==> config.mk <==
export PLATFORM = sky130hd
export DESIGN_NAME = closed_polygon_perimeter_flat
export DESIGN_NICKNAME = d
export VERILOG_FILES = /design/src/sv/cpp_pkg.sv /design/src/sv/cpp_in_if.sv /design/src/sv/cpp_out_if.sv /design/src/sv/closed_polygon_perimeter.sv /design/src/flat_wrapper.sv
export SDC_FILE = /design/constraint.sdc
export NUM_CORES = 1
export LEC_CHECK = 0
export BUFFER_PORTS_ARGS = -buffer_cell sky130_fd_sc_hd__buf_2
export CAP_MARGIN = 20
export CORE_MARGIN = 5
export CORE_UTILIZATION = 50
export DETAILED_ROUTE_END_ITERATION = 7
export GPL_TIMING_DRIVEN = 0
export PLACE_DENSITY = 0.66
export SLEW_MARGIN = 20
export SYNTH_ARGS = -nofsm -noshare
export SYNTH_HDL_FRONTEND = slang
export SYNTH_SLANG_ARGS = --single-unit
==> constraint.sdc <==
create_clock -name clk -period 15.7 [get_ports clk]
set_input_delay 3.14 -clock clk [delete_from_list [all_inputs] [get_ports clk]]
set_output_delay 3.14 -clock clk [all_outputs]
set_load 0.01 [all_outputs]
==> src/sv/cpp_pkg.sv <==
`timescale 1ns / 1ps
`default_nettype none
// ----------------------------------------------------------------------------
// Closed polygon perimeter package
// Widths, derived sizes and the sequencer state type shared by the block.
// ----------------------------------------------------------------------------
package cpp_pkg;

	localparam int COORD_BITS = 16;
	localparam int FRAC_BITS  = 8;
	localparam int SUM_BITS   = 41;

	localparam int DIFF_W  = COORD_BITS + 1;
	localparam int SQ_W    = 2 * COORD_BITS;
	localparam int SUMSQ_W = SQ_W + 1;
	localparam int ROOT_W  = COORD_BITS + FRAC_BITS + 1;
	localparam int RAD_W   = 2 * ROOT_W;
	localparam int REM_W   = ROOT_W + 1;
	localparam int CNT_W   = $clog2(ROOT_W);

	typedef enum logic [2:0] {
		ST_IDLE,
		ST_SQX,
		ST_SQY,
		ST_ROOT,
		ST_ACC,
		ST_EMIT
	} cpp_state_t;

endpackage : cpp_pkg
`default_nettype wire

==> src/sv/cpp_in_if.sv <==
`timescale 1ns / 1ps
`default_nettype none
// ----------------------------------------------------------------------------
// Vertex channel
// Valid/ready channel that carries one polygon vertex per transfer.
// ----------------------------------------------------------------------------
interface cpp_in_if import cpp_pkg::*; ();

	logic                         valid;
	logic                         ready;
	logic signed [COORD_BITS-1:0] x_coord;
	logic signed [COORD_BITS-1:0] y_coord;
	logic                         last_point;

	modport source (output valid, output x_coord, output y_coord, output last_point,
		input ready);
	modport sink (input valid, input x_coord, input y_coord, input last_point,
		output ready);

endinterface : cpp_in_if
`default_nettype wire

==> src/sv/cpp_out_if.sv <==
`timescale 1ns / 1ps
`default_nettype none
// ----------------------------------------------------------------------------
// Perimeter channel
// Valid/ready channel that carries one polygon perimeter per transfer.
// ----------------------------------------------------------------------------
interface cpp_out_if import cpp_pkg::*; ();

	logic                valid;
	logic                ready;
	logic [SUM_BITS-1:0] perimeter;
	logic                saturated;

	modport source (output valid, output perimeter, output saturated, input ready);
	modport sink (input valid, input perimeter, input saturated, output ready);

endinterface : cpp_out_if
`default_nettype wire

==> src/sv/closed_polygon_perimeter.sv <==
`timescale 1ns / 1ps
`default_nettype none
// ----------------------------------------------------------------------------
// Closed polygon perimeter
// Sums the edge lengths of a polygon given vertex by vertex and emits the
// closed perimeter on the final vertex.
// ----------------------------------------------------------------------------
// Vertices arrive one per transfer; the final one carries last_point. Each
// edge length is the floor of its Euclidean length with 8 fraction bits, and
// the perimeter saturates at its maximum with the saturated flag set. The
// first vertex of a polygon is only stored, and goes straight on to the
// output register when it is also the final one. Every later vertex passes
// through the accepting state, the ST_SQX and ST_SQY states on the shared
// squarer, 25 steps of the bit-serial square root and the accumulate state.
// The final vertex then runs those steps again for the closing edge, and the
// sum is loaded into the output register. A finished perimeter waits in the
// output register while the next polygon starts; the final vertex of that
// polygon stalls until the register has been read.
// ----------------------------------------------------------------------------
module closed_polygon_perimeter import cpp_pkg::*; (
	input  wire      clk,
	input  wire      arst_n,
	cpp_in_if.sink   vtx,
	cpp_out_if.source res
);

	cpp_state_t state_q, state_d;

	logic signed [COORD_BITS-1:0] cur_x_q, cur_y_q;
	logic signed [COORD_BITS-1:0] first_x_q, first_y_q;
	logic signed [COORD_BITS-1:0] prev_x_q, prev_y_q;
	logic                         last_q;
	logic                         have_first_q;
	logic                         closing_q;
	logic [SUM_BITS-1:0]          sum_q;
	logic                         clamped_q;
	logic [SQ_W-1:0]              sq_q;
	logic [RAD_W-1:0]             rad_q;
	logic [REM_W-1:0]             rem_q;
	logic [ROOT_W-1:0]            root_q;
	logic [CNT_W-1:0]             cnt_q;
	logic                         out_valid_q;
	logic [SUM_BITS-1:0]          out_perim_q;
	logic                         out_sat_q;

	logic                         in_take;
	logic                         out_free;
	logic signed [COORD_BITS-1:0] bx, by;
	logic [DIFF_W-1:0]            dx, dy, ax_abs, ay_abs;
	logic [COORD_BITS-1:0]        mul_op;
	logic [SQ_W-1:0]              prod;
	logic [SUMSQ_W-1:0]           sumsq;
	logic [REM_W+1:0]             rem_sh, trial;
	logic                         ge;
	logic [SUM_BITS:0]            tot;

	assign out_free = !out_valid_q || res.ready;
	assign in_take  = vtx.valid && vtx.ready;

	assign bx = closing_q ? first_x_q : prev_x_q;
	assign by = closing_q ? first_y_q : prev_y_q;
	assign dx = {cur_x_q[COORD_BITS-1], cur_x_q} - {bx[COORD_BITS-1], bx};
	assign dy = {cur_y_q[COORD_BITS-1], cur_y_q} - {by[COORD_BITS-1], by};
	assign ax_abs = dx[DIFF_W-1] ? (~dx + DIFF_W'(1)) : dx;
	assign ay_abs = dy[DIFF_W-1] ? (~dy + DIFF_W'(1)) : dy;

	assign mul_op = (state_q == ST_SQX) ? ax_abs[COORD_BITS-1:0] : ay_abs[COORD_BITS-1:0];
	assign prod   = mul_op * mul_op;
	assign sumsq  = {1'b0, sq_q} + {1'b0, prod};

	assign rem_sh = {rem_q, rad_q[RAD_W-1 -: 2]};
	assign trial  = {1'b0, root_q, 2'b01};
	assign ge     = rem_sh >= trial;

	assign tot = {1'b0, sum_q} + (SUM_BITS + 1)'(root_q);

	always_ff @(posedge clk or negedge arst_n) begin
		if (!arst_n) begin
			state_q <= ST_IDLE;
		end else begin
			state_q <= state_d;
		end
	end

	always_comb begin
		state_d   = state_q;
		vtx.ready = 1'b0;
		case (state_q)
			ST_IDLE: begin
				vtx.ready = 1'b1;
				if (vtx.valid) begin
					if (have_first_q) begin
						state_d = ST_SQX;
					end else if (vtx.last_point) begin
						state_d = ST_EMIT;
					end
				end
			end
			ST_SQX: state_d = ST_SQY;
			ST_SQY: state_d = ST_ROOT;
			ST_ROOT: begin
				if (cnt_q == '0) begin
					state_d = ST_ACC;
				end
			end
			ST_ACC: begin
				if (last_q && !closing_q) begin
					state_d = ST_SQX;
				end else if (last_q) begin
					state_d = ST_EMIT;
				end else begin
					state_d = ST_IDLE;
				end
			end
			ST_EMIT: begin
				if (out_free) begin
					state_d = ST_IDLE;
				end
			end
			default: state_d = ST_IDLE;
		endcase
	end

	always_ff @(posedge clk or negedge arst_n) begin
		if (!arst_n) begin
			cur_x_q      <= '0;
			cur_y_q      <= '0;
			first_x_q    <= '0;
			first_y_q    <= '0;
			prev_x_q     <= '0;
			prev_y_q     <= '0;
			last_q       <= 1'b0;
			have_first_q <= 1'b0;
			closing_q    <= 1'b0;
			sum_q        <= '0;
			clamped_q    <= 1'b0;
			sq_q         <= '0;
			rad_q        <= '0;
			rem_q        <= '0;
			root_q       <= '0;
			cnt_q        <= '0;
			out_valid_q  <= 1'b0;
			out_perim_q  <= '0;
			out_sat_q    <= 1'b0;
		end else begin
			if (state_q == ST_EMIT && out_free) begin
				out_valid_q <= 1'b1;
			end else if (res.ready) begin
				out_valid_q <= 1'b0;
			end
			case (state_q)
				ST_IDLE: begin
					if (in_take) begin
						cur_x_q   <= vtx.x_coord;
						cur_y_q   <= vtx.y_coord;
						last_q    <= vtx.last_point;
						closing_q <= 1'b0;
						if (!have_first_q) begin
							first_x_q    <= vtx.x_coord;
							first_y_q    <= vtx.y_coord;
							prev_x_q     <= vtx.x_coord;
							prev_y_q     <= vtx.y_coord;
							have_first_q <= 1'b1;
						end
					end
				end
				ST_SQX: sq_q <= prod;
				ST_SQY: begin
					rad_q  <= RAD_W'(sumsq) << (2 * FRAC_BITS);
					rem_q  <= '0;
					root_q <= '0;
					cnt_q  <= CNT_W'(ROOT_W - 1);
				end
				ST_ROOT: begin
					rad_q  <= rad_q << 2;
					rem_q  <= ge ? REM_W'(rem_sh - trial) : REM_W'(rem_sh);
					root_q <= {root_q[ROOT_W-2:0], ge};
					cnt_q  <= cnt_q - CNT_W'(1);
				end
				ST_ACC: begin
					if (tot[SUM_BITS]) begin
						sum_q     <= '1;
						clamped_q <= 1'b1;
					end else begin
						sum_q <= tot[SUM_BITS-1:0];
					end
					if (!closing_q) begin
						prev_x_q <= cur_x_q;
						prev_y_q <= cur_y_q;
					end
					closing_q <= last_q;
				end
				ST_EMIT: begin
					if (out_free) begin
						out_perim_q  <= sum_q;
						out_sat_q    <= clamped_q;
						first_x_q    <= '0;
						first_y_q    <= '0;
						prev_x_q     <= '0;
						prev_y_q     <= '0;
						have_first_q <= 1'b0;
						sum_q        <= '0;
						clamped_q    <= 1'b0;
						closing_q    <= 1'b0;
					end
				end
				default: ;
			endcase
		end
	end

	assign res.valid     = out_valid_q;
	assign res.perimeter = out_perim_q;
	assign res.saturated = out_sat_q;

endmodule : closed_polygon_perimeter
`default_nettype wire
==> src/flat_wrapper.sv <==
// flat-port wrapper written by rule: the top's interface ports become plain ports
module closed_polygon_perimeter_flat import cpp_pkg::*;
  (clk, arst_n, vtx_valid, vtx_x_coord, vtx_y_coord, vtx_last_point, vtx_ready, res_valid, res_perimeter, res_saturated, res_ready);
  cpp_in_if vtx_i ();
  cpp_out_if res_i ();
  input  wire clk;
  input  wire arst_n;
  input wire logic [$bits(vtx_i.valid)-1:0] vtx_valid;
  input wire logic [$bits(vtx_i.x_coord)-1:0] vtx_x_coord;
  input wire logic [$bits(vtx_i.y_coord)-1:0] vtx_y_coord;
  input wire logic [$bits(vtx_i.last_point)-1:0] vtx_last_point;
  output wire logic [$bits(vtx_i.ready)-1:0] vtx_ready;
  output wire logic [$bits(res_i.valid)-1:0] res_valid;
  output wire logic [$bits(res_i.perimeter)-1:0] res_perimeter;
  output wire logic [$bits(res_i.saturated)-1:0] res_saturated;
  input wire logic [$bits(res_i.ready)-1:0] res_ready;
  assign vtx_i.valid = vtx_valid;
  assign vtx_i.x_coord = vtx_x_coord;
  assign vtx_i.y_coord = vtx_y_coord;
  assign vtx_i.last_point = vtx_last_point;
  assign vtx_ready = vtx_i.ready;
  assign res_valid = res_i.valid;
  assign res_perimeter = res_i.perimeter;
  assign res_saturated = res_i.saturated;
  assign res_i.ready = res_ready;
  closed_polygon_perimeter u_core (.clk(clk), .arst_n(arst_n), .vtx(vtx_i), .res(res_i));
endmodule
==> impl_metrics.ini <==
[routing]
first_pass_iters = 6
routed_via_density = 5.72
drt_iter0_drc = 1777
vias = 21900
drcViolationCount = 0
wl_per_cell_um = 18.7
finalWirelength_um = 71400
detail-route-antenna-nets = 0

[clock_tree]
cts-buffers-inserted = 37
cts.clk_slew.worst_paths_ns = 0.06
cts_tree = built
cts_resized = 0
cts_buffer_depth = 3
post_cts_buffers = 0
cts_root_buf = clkbuf_16
hold_buffers = 0
cts_num_sinks = 308
clock_latency_ns = 0.56
h-tree-depth = 2

[timing]
drv_slew = 0
clock_skew_ns = 0.0191
setup_viol_count_final = 0
max_freq_ghz = 0.0725
rsz0062_at_grt = no
finalCritPeriodShare = 0.878
hold-worst-slack_ns = 0.461
worst_pin_slew_ns = 1.11
hold_violations = 0
setup_tns_ns = 0
min_period_ns = 13.79
slew_headroom = 0.261

[yosys]
synth.cell_area_um2 = 26200
synth_warnings = 0
synth_ff_type = dfrtp_1
synthArstFlopShare = 1.00
syn_avg_cell_area_um2 = 8.77
synth_fp_nets = 3414
ys_types = 78
synthCells = 2990
synth_enable_flop_cells = 0
yosysSeqAreaShare = 0.294
synth_seq_cells = 308

[critical_path]
crit_family = compound AO/OA/AOI/OAI gates
startpoint_type = flip-flop
cp.arrival_ns = 14.22
crit_path_end_kind = flip-flop
r2r_setup_slack_ns = 1.91
worstSetupPathDepth = 43
worstPathRequired_ns = 16.14
worstSetupPathType = flip-flop to flip-flop
timing.rr.start = u_core.closing_q$_DFFE_PN0P_
crit_slowest_cell = clkbuf_1
worst-path-buf-inv = 7
worst-r2r-cell-count = 43
r2r-end = u_core.rad_q[46]$_DFFE_PN0P_
timing.critical_path.mode_cell = fa_1
critPathMaxStageDelay_ns = 0.77
path_max_fanout = 10

[place]
dp_hpwl_um = 55900
port-buffer-count = 80
dpl_cell_area_um2 = 27600
gp_congestion = 0.963

[floorplan]
initial_core_util = 0.502
io_pins = 81
rows = 84
die_x_um = 239
die_h_um = 239
core_um2 = 52200
die-area_um2 = 57100

[worst_hold_path]
min_from = u_core.first_y_q[0]$_DFFE_PN0P_
min_path_type = flip-flop to flip-flop
hold_depth = 2
hold_path_end = u_core.first_y_q[0]$_DFFE_PN0P_

[final_layout]
area_growth_pct = 10.2
n_fill_cell = 4732
regArea_um2 = 7710
multi_input_area_um2 = 16900
final_cell_area_um2 = 28900
antenna_cells = 0
nNetsFinal = 3536
final_util = 0.553
drive_above_1_share = 0.0717

[grt]
grt_pass1_vias = 22400
overflow = 0
grt_pass1_wl_um = 117000
antenna_found_initial = 3
track_usage = 0.250
grt_max_degree = 90

[status]
status = finished, final reports clean

[flow_run]
drv_cap = 0
tightest hold or removal path, delay by kind of cell (launching register included):
| family | cells | cell delay [ns] |
|---|---|---|
| and+or+nand+nor | 2 | 0.10 |
| DFF | 1 | 0.33 |
stage by stage:
| step | worst slack, ns | std cells |
|---|---|---|
| after floorplan | 4.36 | 2990 |
| after global placement | 2.05 | 3758 |
| after detailed placement | 1.89 | 3761 |
| after CTS | 1.85 | 3827 |
| after global routing | 1.03 | 3827 |
| final | 1.91 | 3827 |
cells in the final DEF, fill, tap and decap left out, types with 19 or more instances in the layout:
master and count:
a31oi_1 19, nor2_1 178, nor2b_1 25, nor3_1 35, clkbuf_16 38, dfrtp_1 308
a21o_1 73, fa_1 164, mux2i_1 44, o211ai_1 45, buf_2 81, xnor2_1 91
clkbuf_1 134, and3_1 23, inv_1 296, ha_1 223, and2_1 19, xor2_1 58
o21ai_0 164, mux2_2 45, nand3_1 129, a22oi_1 33, a21oi_1 133, nand2_1 482
nand2b_1 19
layer usage:
metal  track usage  part of all wire
met4        0.0813             0.035
met3        0.0356             0.056
met5             0           0.00059
met1         0.337              0.44
met2         0.419              0.47
state kept, by name, summed over array words and instances, names as in the netlist, 25 cells and up:
| name | flops |
|---|---|
| u_core.res.perimeter | 41 |
| u_core.sum_q | 41 |
| u_core.rad_q | 34 |
| u_core.sq_q | 31 |
| u_core.rem_q | 26 |
| u_core.root_q | 25 |
layout make-up:
class | instances | share of cell area
Buffer | 136 | 0.0178
Clock buffer | 50 | 0.0372
Clock inverter | 16 | 0.00857
Inverter | 301 | 0.0391
Multi-Input combinational cell | 2245 | 0.584
Sequential cell | 308 | 0.267
Tap cell | 688 | 0.0298
Timing Repair Buffer | 83 | 0.0171
Yosys cell counts (all sizes together), types with 20 or more instances:
cell,instances,share of area
and3,23,0.0055
nor3,35,0.0067
a21oi,135,0.026
nor2,178,0.025
xor2,58,0.019
fa,164,0.13
inv,296,0.042
ha,223,0.11
mux2i,44,0.017
a21o,73,0.021
a31oi,20,0.0050
xnor2,91,0.030
nor2b,25,0.0060
o211ai,45,0.013
clkbuf,130,0.019
o21ai,168,0.032
nand2,482,0.069
dfrtp,308,0.29
mux2,46,0.020
a22oi,33,0.0094
nand3,129,0.025
cell families (layout without fill, tap and decap cells):
| family | Yosys count | in the layout | synth area share |
|---|---|---|---|
| XOR/XNOR | 149 | 149 | 0.0498 |
| multiplexers | 90 | 90 | 0.0367 |
| flip-flops | 308 | 308 | 0.294 |
| AND/OR/NAND/NOR | 981 | 981 | 0.165 |
| AO/OA/AOI/OAI | 638 | 638 | 0.160 |
| adder cells (fa/ha/maj) | 387 | 387 | 0.232 |
| buffers and inverters | 437 | 586 | 0.0627 |
worst max path at each step:
stage	startpoint	to	slack [ns]
after detailed placement	u_core.closing_q$_DFFE_PN0P_	u_core.rad_q[46]$_DFFE_PN0P_	1.89
after CTS	u_core.closing_q$_DFFE_PN0P_	u_core.rad_q[46]$_DFFE_PN0P_	1.85
after global routing	u_core.closing_q$_DFFE_PN0P_	u_core.rad_q[43]$_DFFE_PN0P_	1.03
after floorplan	u_core.closing_q$_DFFE_PN0P_	u_core.rad_q[46]$_DFFE_PN0P_	4.36
final	u_core.closing_q$_DFFE_PN0P_	u_core.rad_q[46]$_DFFE_PN0P_	1.91
after global placement	u_core.closing_q$_DFFE_PN0P_	u_core.rad_q[46]$_DFFE_PN0P_	2.05
Power is left out: the tool's default activity adds up to more than one toggle a clock period on the data nets, which glitch-free logic cannot reach.
